--- config.mk ---
export PLATFORM = sky130hd
export DESIGN_NAME = lifo_store_with_keyed_removal
export DESIGN_NICKNAME = d
export VERILOG_FILES = /design/src/hw/rtl/lswkr_pkg.sv /design/src/hw/rtl/lifo_store_with_keyed_removal.sv /design/src/hw/rtl/lswkr_ctrl.sv /design/src/hw/rtl/lswkr_dp.sv
export SDC_FILE = /design/constraint.sdc
export NUM_CORES = 1
export LEC_CHECK = 0
export BUFFER_PORTS_ARGS = -buffer_cell sky130_fd_sc_hd__buf_4
export CAP_MARGIN = 20
export CORE_AREA = 2 2 182 184
export DETAILED_ROUTE_END_ITERATION = 16
export DIE_AREA = 0 0 184 186
export GPL_TIMING_DRIVEN = 0
export PLACE_DENSITY = 0.75
export SYNTH_ARGS = -nofsm -noshare
export SYNTH_HDL_FRONTEND = slang
export SYNTH_SLANG_ARGS = --single-unit
--- constraint.sdc ---
create_clock -name clk -period 5.15 [get_ports clk]
set_clock_uncertainty 0.2 [all_clocks]
set_input_delay 1.03 -clock clk [delete_from_list [all_inputs] [get_ports clk]]
set_output_delay 1.03 -clock clk [all_outputs]
set_load 0.05 [all_outputs]
--- src/hw/rtl/lswkr_pkg.sv ---
// Shared constants, codes and control types for the keyed LIFO store.
`default_nettype none

package lswkr_pkg;

	localparam int DEPTH   = 16;
	localparam int IDX_W   = $clog2(DEPTH);
	localparam int CNT_W   = $clog2(DEPTH + 1);
	localparam int KEY_W   = 16;
	localparam int CAP_W   = 5;
	localparam int STAT_W  = 2;
	localparam int MOVED_W = 5;
	localparam int OCC_W   = 5;

	localparam logic [CAP_W-1:0] CAP_RESET = CAP_W'(16);

	localparam logic FUNC_ARRIVE = 1'b0;
	localparam logic FUNC_DEPART = 1'b1;

	typedef enum logic [STAT_W-1:0] {
		ST_OK      = 2'd0,
		ST_FULL    = 2'd1,
		ST_EMPTY   = 2'd2,
		ST_MISSING = 2'd3
	} status_t;

	typedef enum logic [1:0] {
		S_IDLE,
		S_FIND,
		S_APPLY,
		S_OUT
	} state_t;

	typedef struct packed {
		logic load;
		logic find;
		logic apply;
	} dp_cmd_t;

	typedef struct packed {
		logic depart;
	} dp_sts_t;

endpackage

`default_nettype wire

--- src/hw/rtl/lifo_store_with_keyed_removal.sv ---
// Keyed LIFO store top level: controller and datapath.
//
// Input channel (in_valid/in_ready, func, plate) carries one operation per
// beat: func arrive pushes plate at the head, func depart finds the matching
// key nearest the head and removes it. Output channel (out_valid/out_ready,
// status, moved_count, occupancy) returns exactly one result beat per input
// beat, in order.
// Each item passes through these steps after its input beat is taken:
// key search (one parallel compare and priority pick over the filled slots), slot
// update, result shown. in_ready is high only while no item is in flight,
// so a new item is taken only after the previous result beat completes;
// the sequencer handles one item at a time.
// If the receiver stalls, the result holds on the output ports and no new
// input beat is taken until the result beat completes.
// Reset empties the store, sets capacity to 16 and clears out_valid.
// capacity is written through cfg_wr_en/cfg_wr_data; the user must write it only while idle (not enforced here).
`default_nettype none

module lifo_store_with_keyed_removal
	import lswkr_pkg::*;
(
	input  wire logic               clk,
	input  wire logic               arst_n,
	input  wire logic               cfg_wr_en,
	input  wire logic [CAP_W-1:0]   cfg_wr_data,
	input  wire logic               in_valid,
	output logic                    in_ready,
	input  wire logic               func,
	input  wire logic [KEY_W-1:0]   plate,
	output logic                    out_valid,
	input  wire logic               out_ready,
	output logic [STAT_W-1:0]       status,
	output logic [MOVED_W-1:0]      moved_count,
	output logic [OCC_W-1:0]        occupancy
);

	dp_cmd_t cmd;
	dp_sts_t sts;

	lswkr_ctrl u_ctrl (
		.clk       (clk),
		.arst_n    (arst_n),
		.in_valid  (in_valid),
		.in_ready  (in_ready),
		.out_valid (out_valid),
		.out_ready (out_ready),
		.sts       (sts),
		.cmd       (cmd)
	);

	lswkr_dp u_dp (
		.clk         (clk),
		.arst_n      (arst_n),
		.cfg_wr_en   (cfg_wr_en),
		.cfg_wr_data (cfg_wr_data),
		.func        (func),
		.plate       (plate),
		.cmd         (cmd),
		.sts         (sts),
		.status      (status),
		.moved_count (moved_count),
		.occupancy   (occupancy)
	);

endmodule

`default_nettype wire

--- src/hw/rtl/lswkr_ctrl.sv ---
// Sequencing state machine: load, search, update and result handoff.
`default_nettype none

module lswkr_ctrl
	import lswkr_pkg::*;
(
	input  wire logic    clk,
	input  wire logic    arst_n,
	input  wire logic    in_valid,
	output logic         in_ready,
	output logic         out_valid,
	input  wire logic    out_ready,
	input  wire dp_sts_t sts,
	output dp_cmd_t      cmd
);

	state_t state_q;
	state_t state_d;

	always_ff @(posedge clk or negedge arst_n) begin
		if (!arst_n) begin
			state_q <= S_IDLE;
		end else begin
			state_q <= state_d;
		end
	end

	always_comb begin
		state_d   = state_q;
		in_ready  = 1'b0;
		out_valid = 1'b0;
		cmd       = '0;
		unique case (state_q)
			S_IDLE: begin
				in_ready = 1'b1;
				if (in_valid) begin
					cmd.load = 1'b1;
					state_d  = S_FIND;
				end
			end
			S_FIND: begin
				cmd.find = sts.depart;
				state_d  = S_APPLY;
			end
			S_APPLY: begin
				cmd.apply = 1'b1;
				state_d   = S_OUT;
			end
			S_OUT: begin
				out_valid = 1'b1;
				if (out_ready) begin
					state_d = S_IDLE;
				end
			end
			default: begin
				state_d = S_IDLE;
			end
		endcase
	end

endmodule

`default_nettype wire

--- src/hw/rtl/lswkr_dp.sv ---
// Datapath: slot array, fill count, key search and result registers.
`default_nettype none

module lswkr_dp
	import lswkr_pkg::*;
(
	input  wire logic               clk,
	input  wire logic               arst_n,
	input  wire logic               cfg_wr_en,
	input  wire logic [CAP_W-1:0]   cfg_wr_data,
	input  wire logic               func,
	input  wire logic [KEY_W-1:0]   plate,
	input  wire dp_cmd_t            cmd,
	output dp_sts_t                 sts,
	output logic [STAT_W-1:0]       status,
	output logic [MOVED_W-1:0]      moved_count,
	output logic [OCC_W-1:0]        occupancy
);

	logic [KEY_W-1:0]   slots_q [DEPTH];
	logic [CNT_W-1:0]   fill_q;
	logic [CAP_W-1:0]   cap_q;
	logic               func_q;
	logic [KEY_W-1:0]   key_q;
	logic               hit_q;
	logic [IDX_W-1:0]   pos_q;
	logic [STAT_W-1:0]  status_q;
	logic [MOVED_W-1:0] moved_q;
	logic [OCC_W-1:0]   occ_q;

	logic               hit_d;
	logic [IDX_W-1:0]   pos_d;
	logic               full;
	logic               empty;

	assign sts.depart = (func_q == FUNC_DEPART);

	always_comb begin
		hit_d = 1'b0;
		pos_d = '0;
		for (int k = DEPTH - 1; k >= 0; k--) begin
			if ((slots_q[k] == key_q) && (CNT_W'(k) < fill_q)) begin
				hit_d = 1'b1;
				pos_d = IDX_W'(k);
			end
		end
	end

	assign full  = (32'(fill_q) >= 32'(cap_q)) || (fill_q >= CNT_W'(DEPTH));
	assign empty = (fill_q == '0);

	always_ff @(posedge clk or negedge arst_n) begin
		if (!arst_n) begin
			cap_q  <= CAP_RESET;
			fill_q <= '0;
		end else begin
			if (cfg_wr_en) begin
				cap_q <= cfg_wr_data;
			end
			if (cmd.apply) begin
				if (!sts.depart) begin
					if (!full) begin
						fill_q <= fill_q + CNT_W'(1);
					end
				end else if (!empty && hit_q) begin
					fill_q <= fill_q - CNT_W'(1);
				end
			end
		end
	end

	always_ff @(posedge clk) begin
		if (cmd.load) begin
			func_q <= func;
			key_q  <= plate;
			hit_q  <= 1'b0;
			pos_q  <= '0;
		end
		if (cmd.find) begin
			hit_q <= hit_d;
			pos_q <= pos_d;
		end
		if (cmd.apply) begin
			if (!sts.depart) begin
				moved_q <= '0;
				if (full) begin
					status_q <= ST_FULL;
					occ_q    <= OCC_W'(fill_q);
				end else begin
					status_q <= ST_OK;
					occ_q    <= OCC_W'(fill_q + CNT_W'(1));
					slots_q[0] <= key_q;
					for (int k = 1; k < DEPTH; k++) begin
						slots_q[k] <= slots_q[k-1];
					end
				end
			end else if (empty) begin
				status_q <= ST_EMPTY;
				moved_q  <= '0;
				occ_q    <= OCC_W'(fill_q);
			end else if (!hit_q) begin
				status_q <= ST_MISSING;
				moved_q  <= '0;
				occ_q    <= OCC_W'(fill_q);
			end else begin
				status_q <= ST_OK;
				moved_q  <= MOVED_W'(pos_q);
				occ_q    <= OCC_W'(fill_q - CNT_W'(1));
				for (int k = 0; k < DEPTH - 1; k++) begin
					if (IDX_W'(k) >= pos_q) begin
						slots_q[k] <= slots_q[k+1];
					end
				end
			end
		end
	end

	assign status      = status_q;
	assign moved_count = moved_q;
	assign occupancy   = occ_q;

endmodule

`default_nettype wire

== Yosys cells after proc, flatten, opt, wreduce, memory -nomap -nowiden ==
Memory sizes are Yosys's and may differ from the RTL's.
Index checks and enable logic that the tools add are counted.

* Bits in registers: 46
* Memory bits (writable): 256
* Bits of input ports: 27
* Output and inout port bits: 14
* Word-level logic and storage cells: 276
* Memories kept: 1

* $add $sub $neg: 2
* $lt $le $gt $ge: 33
* Equal/unequal tests: 22
* Muxes and demuxes: 164
* Bitwise operators: 17
* Reduce and logical (&&, ||, !) cells: 26

{| class="wikitable"
|+ Memories
! name !! depth !! bits a word !! rd ports !! clocked after Yosys merged registers in !! write ports !! RTL line !! text
|-
| u_dp.slots_q || 16 || 16 || 16 || 0 || 16 || lswkr_dp.sv:20 || <nowiki>logic [KEY_W-1:0] slots_q [DEPTH];</nowiki>
|}

{| class="wikitable"
|+ Operators by type and width
! cell !! number
|-
| 16-bit equality test || 16
|-
| 16-bit two-way mux || 15
|-
| 1-bit two-way mux || 119
|-
| 4-bit two-way mux || 18
|-
| 4-bit by 5-bit less-than comparator with 1-bit output (first input constant) || 8
|-
| 5-bit two-way mux || 6
|-
| 4-bit greater-or-equal comparator (first input constant) || 7
|-
| 3-bit by 5-bit less-than comparator with 1-bit output (first input constant) || 4
|-
| 1-bit logical AND || 17
|-
| 3-bit by 4-bit greater-or-equal comparator with 1-bit output (first input constant) || 4
|-
| 1-bit OR || 15
|-
| 1-bit by 5-bit less-than comparator with 1-bit output (first input constant) || 2
|-
| 2-bit by 5-bit less-than comparator with 1-bit output (first input constant) || 2
|-
| 2-bit two-way mux || 5
|-
| 1-bit by 4-bit greater-or-equal comparator with 1-bit output (first input constant) || 2
|-
| 2-bit by 4-bit greater-or-equal comparator with 1-bit output (first input constant) || 2
|-
| 2-bit case mux with 4 select lines || 1
|-
| 2-bit != test (second input constant) || 3
|-
| 5-bit by 1-bit adder with 5-bit output (second input constant) || 1
|-
| 5-bit greater-or-equal comparator || 1
|-
| 5-bit greater-or-equal comparator (second input constant) || 1
|-
| 5-bit zero test || 1
|-
| 5-bit by 1-bit subtractor with 5-bit output (second input constant) || 1
|-
| 2-bit equality test (second input constant) || 2
|-
| 9 further kinds || 11
|}

== Longest topological paths before layout ==
An unclocked memory read counts as a cell.

* Depth in word-level cells: 20
* Gate-level depth with buffers: 13
* Gate-level depth less buffers: 11

== By module ==
A second synthesis with hierarchy kept.

* Cell total of the unflattened synthesis: 1338
* Area, all modules: 16151.7 µm²

{| class="wikitable"
|+ By module, submodules not included
! module !! times used !! cells an instance !! area each (µm²) !! seq. area each (µm²)
|-
| lswkr_dp || 1 || 1323 || 15979.1 || 8929.8
|-
| lswkr_ctrl || 1 || 15 || 172.7 || 50.0
|}

== Worst setup path after synthesis ==
OpenSTA, ideal clock, no wires.

* Path kind: register -> register
* From: register u_dp.fill_q[0]
* To: memory u_dp.slots_q[12][0] (netlist: u_dp.slots_q[6][0]), enable pin
* Library setup time: 0.414 ns
* Arrival: 4.112 ns
* Data required time: 4.536 ns
* Setup slack: 0.425 ns
* Cell stages (with the launch flop): 12
* Path buffers: 1
* Clock period less this slack: 4.725 ns
* Cell sequence: dfrtp_1 -> buf_2 -> inv_1 -> ha_1 -> nand2b_1 -> a21o_1 -> a21o_1 -> a21o_1 -> a2111oi_4 -> nand2_1 -> o21ai_0 -> a21boi_0

{| class="wikitable"
|+ RTL lines
! element !! RTL line !! text
|-
| from (decl) || lswkr_dp.sv:21 || <nowiki>logic [CNT_W-1:0] fill_q;</nowiki>
|-
| from (signal assigned) || lswkr_dp.sv:63 || <nowiki>fill_q <= fill_q + CNT_W'(1);</nowiki>
|-
| from (signal assigned) || lswkr_dp.sv:66 || <nowiki>fill_q <= fill_q - CNT_W'(1);</nowiki>
|-
| to (decl) || lswkr_dp.sv:20 ||
|}

==> flow_summary.json <==
{
  "outcome": "completed",
  "dr.pass1.iters": 6,
  "placed_cells": 1757,
  "post-dp-hpwl_um": 31700,
  "ctsResizeCount": 0,
  "synth_area_um2": 16000,
  "slowest_stage": "nand2_1",
  "fmax_mhz": 214,
  "synth-seq-cells": 301,
  "critPathArrivalTime_ps": 4680,
  "clock_sinks": 301,
  "synthDistinctLibCells": 56,
  "antenna_cells": 0,
  "ff2ff_path_depth": 13,
  "synth_most_common_cell": "edfxtp_1",
  "synth_area_leader_cell": "edfxtp_1",
  "fin_crit_sh_pct": 90.8,
  "grt_pass1_vias": 10600,
  "antenna_left": 0,
  "async_flop_share_pct": 3.99,
  "ios": 41,
  "cts_root_buffer": "clkbuf_16",
  "finalHoldViolations": 0,
  "synth_edf_count": 289,
  "synth_area_leaders": "edfxtp_1, mux2_2, xor2_1",
  "crit_required_ps": 5150,
  "maxSlewHeadroom_pct": 32.0,
  "clockBufferDepth": 3,
  "vias": 10700,
  "insertion_delay_ps": 520,
  "dieArea_um2": 34200,
  "path_class": "reg2reg",
  "seqCellArea_um2": 8980,
  "yosys_warnings": 0,
  "peakVddDrop_uv": 285,
  "antenna_found_initial": 0,
  "nFillCells": 2638,
  "syn_area_per_cell_um2": 12.2,
  "drtIter0Drc": 1188,
  "die_height_um": 186,
  "vias_per_cell": 5.89,
  "rsz0062_at_grt": "no",
  "path_max_fanout": 17,
  "period_needed_ps": 4670,
  "p_per_area_nw_per_um2": 524,
  "setup_tns_ps": 0,
  "cp_common_cell": "a21o_1",
  "cts_tree": "built",
  "nets": 1424,
  "utilization_pct": 55.6,
  "finalSetupViolCount": 0,
  "core_area_um2": 32200,
  "synth_common_cells": "edfxtp_1, nand2_1, xor2_1",
  "grt_pass1_wl_um": 63400,
  "cts_buffers": 34,
  "post-cts-setup-buffers": 0,
  "synth-seq-area-share_pct": 56.1,
  "r2r-start": "u_dp.fill_q[0]",
  "die_w_um": 184,
  "finalNonFillerCells": 1816,
  "overflow": 0,
  "portBuffers": 38,
  "path_buf_inv": 4,
  "wl_per_cell_um": 23.1,
  "startpoint_type": "flip-flop",
  "slew_viol_final": 0,
  "path_cells": "buf_2, inv_1, ha_1, nand2b_1, a21o_1, a21o_1, a21o_1, a2111oi_4, nand2_1, clkbuf_1, nand2_1, a21boi_2, buf_8",
  "cp-end-kind": "flip-flop",
  "globalRouteTotalUtil_pct": 24.9,
  "grt_max_degree": 26,
  "drive_above_1_share_pct": 22.5,
  "tightestPinTransition_ps": 1010,
  "multi_input_area_um2": 6610,
  "syn_nets": 1347,
  "cts_hold_buf": 0,
  "syn_inst": 1308,
  "power_leakage_nw": 6.64,
  "htreeDepth": 2,
  "drc": 0,
  "synth_top_area_share_pct": 54.2,
  "cpPeakStageDelay_ps": 690,
  "rrSetupSlack_ps": 480,
  "synth_ff_type": "edfxtp_1",
  "start_util_pct": 49.7,
  "routabilityCongestion": 0.975,
  "path_clk_slew_ps": 60,
  "rows": 66,
  "hold_slack_ps": 152,
  "min_path_type": "in2async",
  "max-cap-violations": 0,
  "syn_to_final_growth_pct": 11.8,
  "rr_endpoint": "u_dp.slots_q[5][9]",
  "crit_family": "compound AO/OA/AOI/OAI gates",
  "wl_um": 41900
}
[layer usage]
metal	track usage [%]	wire [um]
met1	33.4	17300
met2	40.9	19800
met3	4.36	3360
met4	8.99	1500
met5	0	0
[sequential cells by signal (all words and copies together) (netlist names)]
register,flops
u_dp.slots_q,256
u_dp.occupancy,5
u_dp.status,2
u_dp.sts,1
u_dp.pos_q,4
u_dp.hit_q,1
u_dp.cap_q,5
u_ctrl.state_q,2
u_dp.key_q,16
u_dp.fill_q,5
u_dp.moved_count,4
[layout make-up]
type | instances | share of cell area [%]
Clock buffer | 49 | 5.36
Tap cell | 408 | 2.85
Buffer | 74 | 2.17
Multi-Input combinational cell | 919 | 36.9
Sequential cell | 301 | 50.2
Inverter | 14 | 0.294
Clock inverter | 10 | 0.398
Timing Repair Buffer | 41 | 1.84
[cells by family (layout without fill, tap and decap cells)]
family / Yosys count / after routing / synth area share [%]
AO/OA/AOI/OAI: 62 / 62 / 2.56
XOR/XNOR: 260 / 260 / 14.2
buffers and inverters: 88 / 188 / 2.75
AND/OR/NAND/NOR: 422 / 422 / 12.0
multiplexers: 162 / 162 / 11.4
flip-flops: 301 / 301 / 56.1
other: 1 / 1 / 0.0234
adder cells (fa/ha/maj): 12 / 12 / 0.938
[power by group]
group	leakage (nW)	switching (mW)	internal, mW	total, mW
Sequential	2.80	0.581	3.64	4.22
Combinational	3.35	1.82	1.04	2.86
Clock	0.501	0.961	1.34	2.30
[how the worst max path moves through the flow]
| stage | from | to | slack (ps) | cells past startpoint |
|---|---|---|---|---|
| finish | u_dp.fill_q[0] | u_dp.slots_q[5][9] | 480 | 13 |
| global route | u_dp.fill_q[0] | u_dp.slots_q[5][7] | 210 | 13 |
| CTS | u_dp.fill_q[0] | u_dp.slots_q[5][9] | 520 | 13 |
| detailed placement | u_dp.fill_q[0] | u_dp.slots_q[5][9] | 550 | 13 |
| global placement | u_dp.fill_q[1] | u_dp.slots_q[6][8] | -1260 | 9 |
| floorplan | u_dp.fill_q[0] | u_dp.slots_q[6][0] | 420 | 11 |
[through the flow]
stage | power [mW] | area, um^2 | setup slack, ps
2_1_floorplan | 6.05 | 16000 | 425
3_3_place_gp | 6.95 | 16800 | -1260
3_5_place_dp | 7.07 | 16900 | 551
4_1_cts | 9.36 | 17900 | 517
5_1_grt | 9.79 | 17900 | 205
6_report | 9.38 | 17900 | 476
[cells in the final DEF (no fill, tap or decap), types with 18 or more instances in the layout]
master,count
edfxtp_1,289
clkbuf_16,36
buf_2,55
nand4_1,28
mux2_2,153
xor2_1,191
clkbuf_1,23
nor2_1,19
buf_4,43
o21ai_0,18
nor4_1,45
xnor2_1,69
nand2_1,274
(Power assumes the default switching activity.)
